<file path="config.mk">
export PLATFORM = sky130hd
export DESIGN_NAME = token_request_frame_parser_top
export DESIGN_NICKNAME = d
export VERILOG_FILES = /design/src/sv/trfp_pkg.sv /design/src/sv/trfp_front.sv /design/src/sv/trfp_queue.sv /design/src/sv/trfp_back.sv /design/src/sv/token_request_frame_parser_top.sv
export SDC_FILE = /design/constraint.sdc
export NUM_CORES = 1
export LEC_CHECK = 0
export ABC_CLOCK_PERIOD_IN_PS = 3850
export BUFFER_PORTS_ARGS = -buffer_cell sky130_fd_sc_hd__buf_2
export CORE_UTILIZATION = 45
export CTS_CLUSTER_DIAMETER = 30
export DETAILED_ROUTE_END_ITERATION = 8
export PLACE_DENSITY_LB_ADDON = 0.1
export SLEW_MARGIN = 20
export SYNTH_ARGS = -nofsm -noshare
export SYNTH_HDL_FRONTEND = slang
export SYNTH_SLANG_ARGS = --single-unit
</file>
<file path="constraint.sdc">
create_clock -name clk -period 3.85 [get_ports clk]
set_clock_uncertainty 0.2 [all_clocks]
set_input_delay 0.1925 -clock clk [delete_from_list [all_inputs] [get_ports clk]]
set_output_delay 0.1925 -clock clk [all_outputs]
set_load 0.03 [all_outputs]
</file>
<file path="src/sv/trfp_pkg.sv">
// Shared types, codes and limits for the token request frame parser.
// No dependencies; every other file imports this package.
package trfp_pkg;

  // Design limits (fixed by the field widths of the ports).
  localparam int MAX_TOKEN_COUNT = 64;
  localparam int MAX_TOKEN_BYTES = 1048576;
  localparam int CONSUMED_WIDTH  = 24;
  localparam int CONS_PORT_W     = 24;

  localparam logic [7:0]  CH_LF   = 8'h0A;
  localparam logic [7:0]  CH_CR   = 8'h0D;
  localparam logic [20:0] NUM_SAT = 21'h1FFFFF;

  // Effective ceilings applied on top of the configuration registers.
  localparam int CNT_CEIL = (MAX_TOKEN_COUNT < 64) ? MAX_TOKEN_COUNT : 64;
  localparam int LEN_CEIL = (MAX_TOKEN_BYTES < 2097150) ? MAX_TOKEN_BYTES : 2097150;
  localparam logic [6:0]  CNT_LIMIT = 7'(CNT_CEIL);
  localparam logic [20:0] LEN_LIMIT = 21'(LEN_CEIL);

  // Register indexes.
  localparam logic REG_MAX_TOKENS = 1'b0;
  localparam logic REG_MAX_LEN    = 1'b1;

  // Event codes.
  localparam logic [2:0] EV_NONE     = 3'd0;
  localparam logic [2:0] EV_BYTE     = 3'd1;
  localparam logic [2:0] EV_EMPTY    = 3'd2;
  localparam logic [2:0] EV_COMPLETE = 3'd3;
  localparam logic [2:0] EV_ERROR    = 3'd4;

  // Error codes.
  localparam logic [2:0] ERR_NONE      = 3'd0;
  localparam logic [2:0] ERR_BAD_COUNT = 3'd1;
  localparam logic [2:0] ERR_ZERO_CNT  = 3'd2;
  localparam logic [2:0] ERR_BAD_LEN   = 3'd3;
  localparam logic [2:0] ERR_NO_TERM   = 3'd4;
  localparam logic [2:0] ERR_LIMIT     = 3'd5;

  // Queue between front and back.
  localparam int Q_DEPTH = 2;
  localparam int Q_AW    = $clog2(Q_DEPTH);

  typedef struct packed {
    logic [7:0] raw;
    logic [7:0] upper;
    logic       is_lf;
    logic       is_cr;
    logic       is_digit;
    logic [3:0] digit;
  } item_t;

  typedef struct packed {
    logic [6:0]  max_tokens;
    logic [20:0] max_len;
  } cfg_t;

  typedef struct packed {
    logic [2:0]             event_res;
    logic [7:0]             data_byte;
    logic [5:0]             token_number;
    logic                   last_of_token;
    logic [2:0]             error_kind;
    logic [CONS_PORT_W-1:0] bytes_used;
  } result_t;

endpackage

</file>
<file path="src/sv/trfp_front.sv">
// Front stage: accepts raw bytes and classifies them (LF, CR, digit, uppercase).
// Depends on trfp_pkg.
module trfp_front (
  input  logic          clk,
  input  logic          rst,
  input  logic          in_valid,
  output logic          in_ready,
  input  logic [7:0]    in_byte,
  output logic          f_valid,
  input  logic          f_ready,
  output trfp_pkg::item_t f_item
);
  import trfp_pkg::*;

  item_t cls;

  always_comb begin
    cls          = '0;
    cls.raw      = in_byte;
    cls.is_lf    = (in_byte == CH_LF);
    cls.is_cr    = (in_byte == CH_CR);
    cls.is_digit = (in_byte >= 8'h30) && (in_byte <= 8'h39);
    cls.digit    = in_byte[3:0];
    // ASCII a..z -> A..Z
    if ((in_byte >= 8'h61) && (in_byte <= 8'h7A)) begin
      cls.upper = in_byte - 8'h20;
    end else begin
      cls.upper = in_byte;
    end
  end

  assign in_ready = !f_valid || f_ready;

  always_ff @(posedge clk) begin
    if (rst) begin
      f_valid <= 1'b0;
    end else if (in_ready) begin
      f_valid <= in_valid;
    end
  end

  always_ff @(posedge clk) begin
    if (in_valid && in_ready) begin
      f_item <= cls;
    end
  end

endmodule

</file>
<file path="src/sv/trfp_queue.sv">
// Short item queue between the classifier and the parser.
// Depends on trfp_pkg.
module trfp_queue (
  input  logic            clk,
  input  logic            rst,
  input  logic            s_valid,
  output logic            s_ready,
  input  trfp_pkg::item_t s_item,
  output logic            m_valid,
  input  logic            m_pop,
  output trfp_pkg::item_t m_item
);
  import trfp_pkg::*;

  item_t          slots [Q_DEPTH];
  logic [Q_AW-1:0] wr_ptr;
  logic [Q_AW-1:0] rd_ptr;
  logic [Q_AW:0]   count;
  logic            push;

  assign s_ready = (count != (Q_AW+1)'(Q_DEPTH));
  assign m_valid = (count != '0);
  assign m_item  = slots[rd_ptr];
  assign push    = s_valid && s_ready;

  always_ff @(posedge clk) begin
    if (rst) begin
      wr_ptr <= '0;
      rd_ptr <= '0;
      count  <= '0;
    end else begin
      if (push) begin
        wr_ptr <= wr_ptr + 1'b1;
      end
      if (m_pop) begin
        rd_ptr <= rd_ptr + 1'b1;
      end
      if (push && !m_pop) begin
        count <= count + 1'b1;
      end else if (!push && m_pop) begin
        count <= count - 1'b1;
      end
    end
  end

  always_ff @(posedge clk) begin
    if (push) begin
      slots[wr_ptr] <= s_item;
    end
  end

endmodule

</file>
<file path="src/sv/trfp_back.sv">
// Back stage: request parser state machine and registered result.
// Depends on trfp_pkg.
module trfp_back #(
  parameter int CONSUMED_WIDTH = trfp_pkg::CONSUMED_WIDTH
) (
  input  logic              clk,
  input  logic              rst,
  input  logic              q_valid,
  output logic              q_pop,
  input  trfp_pkg::item_t   q_item,
  input  trfp_pkg::cfg_t    cfg,
  output logic              res_valid,
  input  logic              res_ready,
  output trfp_pkg::result_t res
);
  import trfp_pkg::*;

  localparam int CW = (CONSUMED_WIDTH < CONS_PORT_W) ? CONSUMED_WIDTH : CONS_PORT_W;
  localparam logic [CW-1:0] CAP = '1;

  localparam logic [2:0] PH_COUNT   = 3'd0;
  localparam logic [2:0] PH_LENGTH  = 3'd1;
  localparam logic [2:0] PH_DATA    = 3'd2;
  localparam logic [2:0] PH_TERM    = 3'd3;
  localparam logic [2:0] PH_TERM_LF = 3'd4;

  logic [2:0]    phase, phase_next;
  logic [20:0]   number_value, number_value_next;
  logic          line_has_digit, line_has_digit_next;
  logic          line_is_bad, line_is_bad_next;
  logic          pending_cr, pending_cr_next;
  logic [6:0]    token_total, token_total_next;
  logic [5:0]    token_index, token_index_next;
  logic [20:0]   bytes_left, bytes_left_next;
  logic [CW-1:0] byte_counter, byte_counter_next;

  result_t       res_next;
  logic [CW-1:0] ctr_inc;
  logic [CW-1:0] cons;
  logic [24:0]   num_mul;
  logic [20:0]   num_upd;
  logic [6:0]    cnt_lim;
  logic [20:0]   len_lim;
  logic [20:0]   bl_dec;
  logic [6:0]    idx_inc;
  logic          end_bad;
  logic          done_token;
  logic          clr;
  logic          seed_term;
  logic          seed_term_lf;
  logic [2:0]    err;
  logic [2:0]    ev;

  assign q_pop = q_valid && (!res_valid || res_ready);

  always_comb begin
    phase_next          = phase;
    number_value_next   = number_value;
    line_has_digit_next = line_has_digit;
    line_is_bad_next    = line_is_bad;
    pending_cr_next     = pending_cr;
    token_total_next    = token_total;
    token_index_next    = token_index;
    bytes_left_next     = bytes_left;
    res_next            = '0;
    ev                  = EV_NONE;
    err                 = ERR_NONE;
    cons                = '0;
    done_token          = 1'b0;
    clr                 = 1'b0;
    seed_term           = 1'b0;
    seed_term_lf        = 1'b0;

    ctr_inc           = (byte_counter == CAP) ? CAP : byte_counter + 1'b1;
    byte_counter_next = ctr_inc;

    // number_value * 10 + digit, saturating at 21 bits
    num_mul = ({4'b0, number_value} << 3) + ({4'b0, number_value} << 1)
              + {21'b0, q_item.digit};
    num_upd = (num_mul > {4'b0, NUM_SAT}) ? NUM_SAT : num_mul[20:0];

    cnt_lim = (cfg.max_tokens < CNT_LIMIT) ? cfg.max_tokens : CNT_LIMIT;
    len_lim = (cfg.max_len < LEN_LIMIT) ? cfg.max_len : LEN_LIMIT;
    end_bad = line_is_bad || !line_has_digit;
    bl_dec  = (bytes_left == '0) ? '0 : bytes_left - 1'b1;
    idx_inc = {1'b0, token_index} + 7'd1;

    unique case (phase)
      PH_COUNT, PH_LENGTH: begin
        if (q_item.is_lf) begin
          number_value_next   = '0;
          line_has_digit_next = 1'b0;
          line_is_bad_next    = 1'b0;
          pending_cr_next     = 1'b0;
          if (phase == PH_COUNT) begin
            if (end_bad) begin
              err = ERR_BAD_COUNT;
            end else if (number_value == '0) begin
              err = ERR_ZERO_CNT;
            end else if (number_value > {14'b0, cnt_lim}) begin
              err = ERR_LIMIT;
            end else begin
              token_total_next = number_value[6:0];
              token_index_next = '0;
              phase_next       = PH_LENGTH;
            end
          end else begin
            if (end_bad) begin
              err = ERR_BAD_LEN;
            end else if (number_value > len_lim) begin
              err = ERR_LIMIT;
            end else if (number_value == '0) begin
              ev         = EV_EMPTY;
              res_next.token_number = token_index;
              phase_next = PH_TERM;
            end else begin
              bytes_left_next = number_value;
              phase_next      = PH_DATA;
            end
          end
          if (err != ERR_NONE) begin
            cons = ctr_inc;
            clr  = 1'b1;
          end
        end else begin
          // a CR not followed by LF, or any non-digit, marks the line bad
          pending_cr_next  = q_item.is_cr;
          line_is_bad_next = line_is_bad || pending_cr
                             || (!q_item.is_cr && !q_item.is_digit);
          if (q_item.is_digit) begin
            number_value_next   = num_upd;
            line_has_digit_next = 1'b1;
          end
        end
      end
      PH_DATA: begin
        ev                     = EV_BYTE;
        res_next.data_byte     = (token_index == '0) ? q_item.upper : q_item.raw;
        res_next.token_number  = token_index;
        res_next.last_of_token = (bytes_left <= 21'd1);
        bytes_left_next        = bl_dec;
        if (bl_dec == '0) begin
          phase_next = PH_TERM;
        end
      end
      PH_TERM: begin
        if (q_item.is_lf) begin
          done_token = 1'b1;
        end else if (q_item.is_cr) begin
          phase_next = PH_TERM_LF;
        end else begin
          err       = ERR_NO_TERM;
          cons      = byte_counter;
          clr       = 1'b1;
          seed_term = 1'b1;
        end
      end
      PH_TERM_LF: begin
        if (q_item.is_lf) begin
          done_token = 1'b1;
        end else begin
          // the CR is given back to the next request's count line
          err          = ERR_NO_TERM;
          cons         = (byte_counter == CAP || byte_counter == '0) ?
                         byte_counter : byte_counter - 1'b1;
          clr          = 1'b1;
          seed_term_lf = 1'b1;
        end
      end
      default: begin
        clr = 1'b1;
      end
    endcase

    if (done_token) begin
      if (idx_inc >= token_total) begin
        ev   = EV_COMPLETE;
        cons = ctr_inc;
        clr  = 1'b1;
      end else begin
        token_index_next = idx_inc[5:0];
        phase_next       = PH_LENGTH;
      end
    end

    if (clr) begin
      phase_next          = PH_COUNT;
      number_value_next   = '0;
      line_has_digit_next = 1'b0;
      line_is_bad_next    = 1'b0;
      pending_cr_next     = 1'b0;
      token_total_next    = '0;
      token_index_next    = '0;
      bytes_left_next     = '0;
      byte_counter_next   = '0;
    end

    // offending byte opens the new count line
    if (seed_term || seed_term_lf) begin
      byte_counter_next = seed_term ? CW'(1) : CW'(2);
      pending_cr_next   = q_item.is_cr;
      line_is_bad_next  = seed_term_lf || !q_item.is_digit;
      if (q_item.is_digit) begin
        number_value_next   = {17'b0, q_item.digit};
        line_has_digit_next = 1'b1;
      end
    end

    if (err != ERR_NONE) begin
      ev = EV_ERROR;
    end

    res_next.event_res  = ev;
    res_next.error_kind = err;
    res_next.bytes_used = CONS_PORT_W'(cons);
  end

  always_ff @(posedge clk) begin
    if (rst) begin
      phase          <= PH_COUNT;
      number_value   <= '0;
      line_has_digit <= 1'b0;
      line_is_bad    <= 1'b0;
      pending_cr     <= 1'b0;
      token_total    <= '0;
      token_index    <= '0;
      bytes_left     <= '0;
      byte_counter   <= '0;
      res_valid      <= 1'b0;
    end else begin
      if (q_pop) begin
        phase          <= phase_next;
        number_value   <= number_value_next;
        line_has_digit <= line_has_digit_next;
        line_is_bad    <= line_is_bad_next;
        pending_cr     <= pending_cr_next;
        token_total    <= token_total_next;
        token_index    <= token_index_next;
        bytes_left     <= bytes_left_next;
        byte_counter   <= byte_counter_next;
        res_valid      <= 1'b1;
      end else if (res_ready) begin
        res_valid <= 1'b0;
      end
    end
  end

  always_ff @(posedge clk) begin
    if (q_pop) begin
      res <= res_next;
    end
  end

endmodule

</file>
<file path="src/sv/token_request_frame_parser_top.sv">
// Top level of the token request frame parser: config registers, front,
// queue and back stages. Depends on trfp_pkg, trfp_front, trfp_queue, trfp_back.
//
//  channel | dir | handshake              | payload
//  --------+-----+------------------------+-------------------------------------
//  in      | in  | in_valid / in_ready    | in_byte
//  out     | out | out_valid / out_ready  | event_res, data_byte, token_number,
//          |     |                        | last_of_token, error_kind,
//          |     |                        | bytes_used
//  cfg     | in  | cfg_en (no wait)       | cfg_index, cfg_data
//
// One result item per input item, one item per cycle sustained while the output is not stalled.
// From the input accept to result valid, an item is held in the front register, then
// written to a queue slot, and the parser step then loads the result register.
// The parser state update (digit accumulate, limit compare) is the single
// per-byte step; it runs once per cycle in the back stage while an item is popped.
// Synchronous reset returns the parser to the count line and loads
// max_tokens = 64, max_token_length = 1048576; no clearing pass.
// A stalled output holds the result register; the 2-entry queue and the
// front register keep taking items until both fill.

module token_request_frame_parser_top #(
  parameter int CONSUMED_WIDTH = trfp_pkg::CONSUMED_WIDTH
) (
  input  logic        clk,
  input  logic        rst,
  input  logic        in_valid,
  output logic        in_ready,
  input  logic [7:0]  in_byte,
  output logic        out_valid,
  input  logic        out_ready,
  output logic [2:0]  event_res,
  output logic [7:0]  data_byte,
  output logic [5:0]  token_number,
  output logic        last_of_token,
  output logic [2:0]  error_kind,
  output logic [23:0] bytes_used,
  input  logic        cfg_en,
  input  logic        cfg_index,
  input  logic [20:0] cfg_data
);
  import trfp_pkg::*;

  cfg_t    cfg;
  item_t   f_item;
  item_t   q_item;
  result_t res;
  logic    f_valid;
  logic    f_ready;
  logic    q_valid;
  logic    q_pop;

  // Configuration registers; the user must write them only while no item is in flight (not enforced).
  always_ff @(posedge clk) begin
    if (rst) begin
      cfg.max_tokens <= 7'd64;
      cfg.max_len    <= 21'h100000;
    end else if (cfg_en) begin
      if (cfg_index == REG_MAX_TOKENS) begin
        cfg.max_tokens <= cfg_data[6:0];
      end else if (cfg_index == REG_MAX_LEN) begin
        cfg.max_len <= cfg_data;
      end
    end
  end

  trfp_front u_front (
    .clk      (clk),
    .rst      (rst),
    .in_valid (in_valid),
    .in_ready (in_ready),
    .in_byte  (in_byte),
    .f_valid  (f_valid),
    .f_ready  (f_ready),
    .f_item   (f_item)
  );

  trfp_queue u_queue (
    .clk     (clk),
    .rst     (rst),
    .s_valid (f_valid),
    .s_ready (f_ready),
    .s_item  (f_item),
    .m_valid (q_valid),
    .m_pop   (q_pop),
    .m_item  (q_item)
  );

  trfp_back #(
    .CONSUMED_WIDTH (CONSUMED_WIDTH)
  ) u_back (
    .clk       (clk),
    .rst       (rst),
    .q_valid   (q_valid),
    .q_pop     (q_pop),
    .q_item    (q_item),
    .cfg       (cfg),
    .res_valid (out_valid),
    .res_ready (out_ready),
    .res       (res)
  );

  assign event_res     = res.event_res;
  assign data_byte     = res.data_byte;
  assign token_number  = res.token_number;
  assign last_of_token = res.last_of_token;
  assign error_kind    = res.error_kind;
  assign bytes_used    = res.bytes_used;

  // Error code present exactly on error events.
  a_err_kind : assert property (@(posedge clk) disable iff (rst)
    out_valid |-> ((error_kind != ERR_NONE) == (event_res == EV_ERROR)))
    else $error("error_kind and event_res disagree");

  // Byte count only reported on completion or error.
  a_cons : assert property (@(posedge clk) disable iff (rst)
    (out_valid && event_res != EV_COMPLETE && event_res != EV_ERROR)
      |-> (bytes_used == '0))
    else $error("bytes_used set on a non-terminal event");

  // Data and last flag only on token byte events.
  a_data : assert property (@(posedge clk) disable iff (rst)
    (out_valid && event_res != EV_BYTE) |-> (data_byte == '0 && !last_of_token))
    else $error("token byte fields set on a non-byte event");

  // A completed request always reports at least the count line bytes.
  a_cmpl : assert property (@(posedge clk) disable iff (rst)
    (out_valid && event_res == EV_COMPLETE) |-> (bytes_used >= 24'd4))
    else $error("request completion with too few bytes");

endmodule

</file>
== Word level (Yosys, flattened, before mapping) ==
Memories as Yosys holds them, arrays and structs flattened. A register that Yosys moved wholly into a read port is not among the register bits.
Cells that the tools add are included.

* Add/sub/neg operators: 11
* Multiply operators: 0
* Div/mod/pow operators: 0
* $lt $le $gt $ge: 11
* Equal/unequal tests: 16
* Shifts and indexed selects: 0
* Muxes and demuxes: 124
* Bitwise logic cells: 1
* Reductions and logical operators: 46

{| class="wikitable"
|+ Operators by type and width
! cell !! number
|-
| $mux 21 || 15
|-
| $mux 24 || 11
|-
| $mux 3 || 31
|-
| $mux 6 || 14
|-
| $pmux 24 s3 || 1
|-
| $logic_not 21->1 || 3
|-
| $mux 7 || 8
|-
| $pmux 21 s2 || 1
|-
| $mux 1 || 32
|-
| $add 24x22->25 || 1
|-
| $add 25x4->25 || 1
|-
| $gt 25x21->1 const B || 1
|-
| $add 24x1->24 const B || 1
|-
| $eq 24x24->1 const B || 1
|-
| $logic_not 24->1 || 1
|-
| $sub 24x1->24 const B || 1
|-
| $gt 21x21->1 || 1
|-
| $gt 21x7->1 || 1
|-
| $le 21x1->1 const B || 1
|-
| $lt 21x21->1 const B || 1
|-
| $sub 21x1->21 const B || 1
|-
| $pmux 3 s3 || 2
|-
| $eq 8x4->1 const B || 2
|-
| $mux 8 || 2
|-
| other kinds (33) || 75
|}

* Register bits after elaboration: 187
* Bits in latches: 0
* Memory bits (writable): 46
* ROM bits: 0
* Bits of input ports: 35
* Word-level logic and storage cells: 238
* Memories kept: 1

{| class="wikitable"
|+ Memory list
! memory !! words !! bits a word !! read ports !! clocked after Yosys merged registers in !! wr ports !! RTL line !! RTL
|-
| u_queue.slots || 2 || 23 || 1 || 1 || 1 || trfp_queue.sv:15 || <nowiki>item_t slots [Q_DEPTH];</nowiki>
|}

== Longest topological paths before layout ==
* Depth in word-level cells: 18
* Mapped depth: 15
* Mapped depth without buffers: 13

== Cells and area by module ==
From an unflattened synthesis, not the netlist that was laid out.

* Cells, all modules: 1,533
* Area total of the unflattened synthesis: 14,044.7 um^2

{| class="wikitable"
|+ By module, submodules not included
! module !! times used !! cells each !! area each (um^2) !! seq. area each (um^2)
|-
| trfp_back || 1 || 1,269 || 10,147.2 || 3,072.9
|-
| trfp_queue || 1 || 95 || 1,884.3 || 1,481.4
|-
| token_request_frame_parser_top || 1 || 120 || 1,322.5 || 560.5
|-
| trfp_front || 1 || 49 || 690.7 || 440.4
|}

== Least setup slack after synthesis ==
No wires, ideal clock.

* Path type: flip-flop to flip-flop
* From: reg with a tool-made name
* To: reg u_back.number_value[4]
* Data arrival time: 3.821 ns
* Setup slack: -0.228 ns
* Cell stages (with the launch flop): 16
* Buffers on the path: 2
* Cell sequence: dfxtp_1 > buf_4 > mux2_2 > ha_1 > ha_1 > fa_1 > a211oi_2 > nor4_1 > or3_1 > a21oi_1 > o21ai_0 > o41ai_1 > and4b_1 > buf_2 > a221oi_1 > a21o_1

{| class="wikitable"
|+ RTL lines
! item !! RTL line !! RTL
|-
| end signal, assigned || trfp_back.sv:233 || <nowiki>number_value <= number_value_next;</nowiki>
|-
| end, declared || trfp_back.sv:28 || <nowiki>logic [20:0] number_value, number_value_next;</nowiki>
|}

==> impl_metrics.py <==
metrics = {
    "run_status": {
        "status": "finished clean",
    },
    "detailed_routing": {
        "wl_per_cell_um": 17.4,
        "wirelength_um": 34400,
        "viasPerCell": 5.76,
        "vias": 11385,
        "initialDrtViolationCount": 899,
        "ant_nets": 0,
        "remaining_drc_errors": 0,
        "drt_pre_antenna_iters": 7,
    },
    "yosys": {
        "synth_area_leaders": "edfxtp_1 (21%), dfxtp_1 (19%), ha_1 (8.6%)",
        "yosysTopAreaCellShare_pct": 20.8,
        "syn_area_per_cell_um2": 8.83,
        "synth_common_cells": "nand2_1 (158), dfxtp_1 (120), a21oi_1 (115), nor2_1 (97), edfxtp_1 (87)",
        "yosysUniqueCellTypes": 82,
        "yosysTopAreaCell": "edfxtp_1",
        "synth_fp_nets": 1545,
        "synth_flop_cell": "dfxtp_1",
        "syn_inst": 1422,
        "async_reset_ff_share_pct": 0,
        "yosysMostFrequentCell": "nand2_1",
        "ys_ff_latch": 207,
        "synth_warnings": 0,
        "synth_edf_count": 87,
        "ys_seq_area_share_pct": 40.0,
        "synth_area_um2": 12500,
    },
    "clock_network": {
        "cts_tree": "done",
        "clock_latency_ps": 560,
        "htreeDepth": 2,
        "root_buffer": "clkbuf_16",
        "cts_sinks": 207,
        "numCtsBuffers": 51,
        "path_clk_slew_ps": 50,
        "cts.path.max_buffers": 3,
    },
    "timing": {
        "rsz0062_at_grt": "true",
        "maxSlewHeadroom_pct": 29.8,
        "worst_slew_pin_slew_ps": 1050,
        "clock.fmax_mhz": 268,
        "hold_violations": 0,
        "finalSetupTns_ps": 0,
        "period_minus_slack_ps": 3740,
        "setup_viol": 0,
        "slew_violations": 0,
        "fin_crit_sh_pct": 97.1,
    },
    "placed_design": {
        "placed_cells": 1834,
        "gp_congestion": 0.902,
        "postPlaceCellArea_um2": 13500,
        "dp.final_hpwl_um": 23400,
        "numPortBuffers": 81,
    },
    "power": {
        "p_comb_share_pct": 33.3,
        "p_int_uw": 7200,
        "power.density_nw_per_um2": 701,
        "p_clk_share_pct": 40.7,
        "irDropWorstVdd_v": 0.000535,
        "finalPower_uw": 11200,
        "leakagePower_uw": 0.00677,
        "p_sw_share_pct": 35.8,
        "switchingPower_uw": 4010,
        "p_seq_share_pct": 26.0,
    },
    "setup_path": {
        "worstPathCellList": "mux2_4 -> ha_4 -> ha_4 -> fa_2 -> a211oi_2 -> nor4_1 -> or3_1 -> a21oi_2 -> o21ai_2 -> o41ai_2 -> and4b_2 -> buf_6 -> a221oi_1 -> a21o_1",
        "worst_setup_path_start_kind": "flop",
        "cp_common_cell": "ha_4",
        "critPathKind": "flop to flop",
        "setup.worst_path.end_class": "flop",
        "required_ps": 4140,
        "cp_max_fo": 6,
        "cp_num_buf_inv": 1,
        "slowest_delay_ps": 400,
        "cp_data_arrival_time_ps": 4030,
        "cp_slowest_cell": "fa_2",
        "crit_family": "compound AO/OA/AOI/OAI gates",
    },
    "layout": {
        "design_area_um2": 16000,
        "final_core_util_pct": 58.8,
        "num-nets-final": 1686,
        "final_cell_count_no_fill": 1976,
        "drive_gt1_share_pct": 17.8,
        "syn2layout_area_growth_pct": 27.3,
        "seq_area_um2": 5020,
        "fillers": 2440,
        "antenna_cells": 0,
        "multi_input_area_um2": 7100,
    },
    "floorplan": {
        "rows": 60,
        "initial_core_util_pct": 46.2,
        "dieArea_um2": 28600,
        "io_pins": 82,
        "die_h_um": 169,
        "die_x_um": 169,
        "coreArea_um2": 27200,
    },
    "grt": {
        "grt_max_degree": 43,
        "grtUsageTotal_pct": 24.1,
        "overflow": 0,
        "antenna_found_initial": 0,
        "grt_pass1_wl_um": 55600,
        "grt_pass1_vias": 10744,
    },
    "hold_path": {
        "holdCritPathClass": "input pin to flop",
    },
    "job": {
        "maxCapViolCount": 0,
    },
}
## metrics by stage
step / setup slack [ps] / hold WS (ps)
6_report: 113 / 91.9
5_1_grt: -56.3 / 103
4_1_cts: -18.9 / 69.9
3_5_place_dp: -9.69 / 213
3_3_place_gp: 41.8 / 205
2_1_floorplan: 23.0 / 91.4
## worst paths after layout
check / startpoint / depth (start not counted) / slack, ps / endpoint
setup / recovery: flop / 14 / 110 / u_back.number_value[17]
hold / removal: cfg_en / 5 / 90 / cfg[27]
setup reg to reg: flop / 14 / 110 / u_back.number_value[17]
hold reg to reg: u_front.f_item[0] / 0 / 240 / u_queue.slots[1][15]
## cells by family (layout without fill, tap and decap cells)
kind of cell | count (synthesis) | in the layout | synth area share, %
simple gates | 493 | 493 | 19.1
xor+xnor | 59 | 59 | 4.12
flops | 207 | 207 | 40.0
buf+inv | 153 | 335 | 5.00
mux | 22 | 22 | 2.09
fa+ha+maj | 88 | 88 | 8.89
compound gates | 400 | 400 | 20.8
## tightest hold or removal path, cell delays in order
cell      delay, ps
buf_2            90
nand2b_1        250
nand2_1         140
o21ai_0          70
nand2_1          60
## metal layers
metal	GRT usage, %	up-vias	share of wire [%]
met2	38.4	342	45
li1	-	5567	-
met3	3.79	61	5.6
met4	7.21	0	2.1
met1	33.5	5415	47
met5	0	-	0
## flip-flops by register name, indices dropped and copies added, names as in the netlist, named ones only
register,count
u_back.pending_cr,1
u_front.f_valid,1
u_queue.rd_ptr,1
u_queue.wr_ptr,1
cfg,28
u_queue.count,2
u_back.number_value,21
u_back.token_total,7
u_back.line_has_digit,1
u_queue.slots,28
u_back.phase,3
u_back.line_is_bad,1
u_back.token_index,6
u_back.bytes_left,21
u_front.f_item,14
u_back.res,45
u_back.res_valid,1
u_back.byte_counter,24
## power groups by stage
| stage | Clock (µW) | Combinational [µW] | Sequential (µW) |
|---|---|---|---|
| after floorplan | 0 | 2130 | 3250 |
| final | 4560 | 3730 | 2920 |
| after CTS | 4620 | 3560 | 2910 |
| after detailed placement | 0 | 3510 | 2950 |
| after global placement | 0 | 3490 | 2940 |
| after global routing | 4730 | 4070 | 2950 |
## cells in the final DEF (no fill, tap or decap), types with 6 or more instances in the layout
| cell | netlist | final |
|---|---|---|
| a211oi_1 | 9 | 9 |
| a21o_1 | 38 | 38 |
| a21oi_1 | 115 | 114 |
| a221o_1 | 6 | 6 |
| a221oi_2 | 0 | 15 |
| a22o_1 | 11 | 11 |
| a22oi_1 | 20 | 20 |
| a31o_2 | 8 | 8 |
| a31oi_1 | 16 | 16 |
| and2_1 | 14 | 15 |
| and3_1 | 18 | 18 |
| buf_2 | 13 | 81 |
| buf_4 | 1 | 49 |
| bufinv_16 | 0 | 11 |
| clkbuf_1 | 68 | 8 |
| clkbuf_16 | 0 | 51 |
| clkinv_2 | 0 | 11 |
| dfxtp_1 | 120 | 119 |
| dlygate4sd3_1 | 0 | 45 |
| edfxtp_1 | 87 | 87 |
| ha_1 | 86 | 84 |
| inv_1 | 60 | 58 |
| mux2i_1 | 15 | 13 |
| nand2_1 | 158 | 157 |
| nand2b_1 | 14 | 14 |
| nand3_1 | 59 | 59 |
| nand4_1 | 16 | 16 |
| nor2_1 | 97 | 97 |
| nor3_1 | 39 | 39 |
| nor4_1 | 31 | 31 |
| o211ai_1 | 8 | 8 |
| o21a_1 | 6 | 6 |
| o21ai_0 | 84 | 83 |
| o31ai_1 | 10 | 10 |
| or3_1 | 10 | 10 |
| or4_1 | 8 | 8 |
| xnor2_1 | 26 | 26 |
| xor2_1 | 33 | 33 |
## area by class of cell
cell class                      count  area share [%]
Sequential cell                   207            31.4
Multi-Input combinational cell   1062            44.4
Timing Repair Buffer              181            8.25
Tap cell                          372            2.91
Clock inverter                     32            3.17
Clock buffer                       62            8.43
Inverter                           60            1.41
## repair_timing
action,CTS,global route
setup buffers,0,2
endpoints found under the setup margin,12,24
hold buffers,45,0
gates resized for setup,0,33
pin swaps,2,1
cloned,0,1
endpoints found under the hold margin,44,0
(Power assumes the default switching activity.)
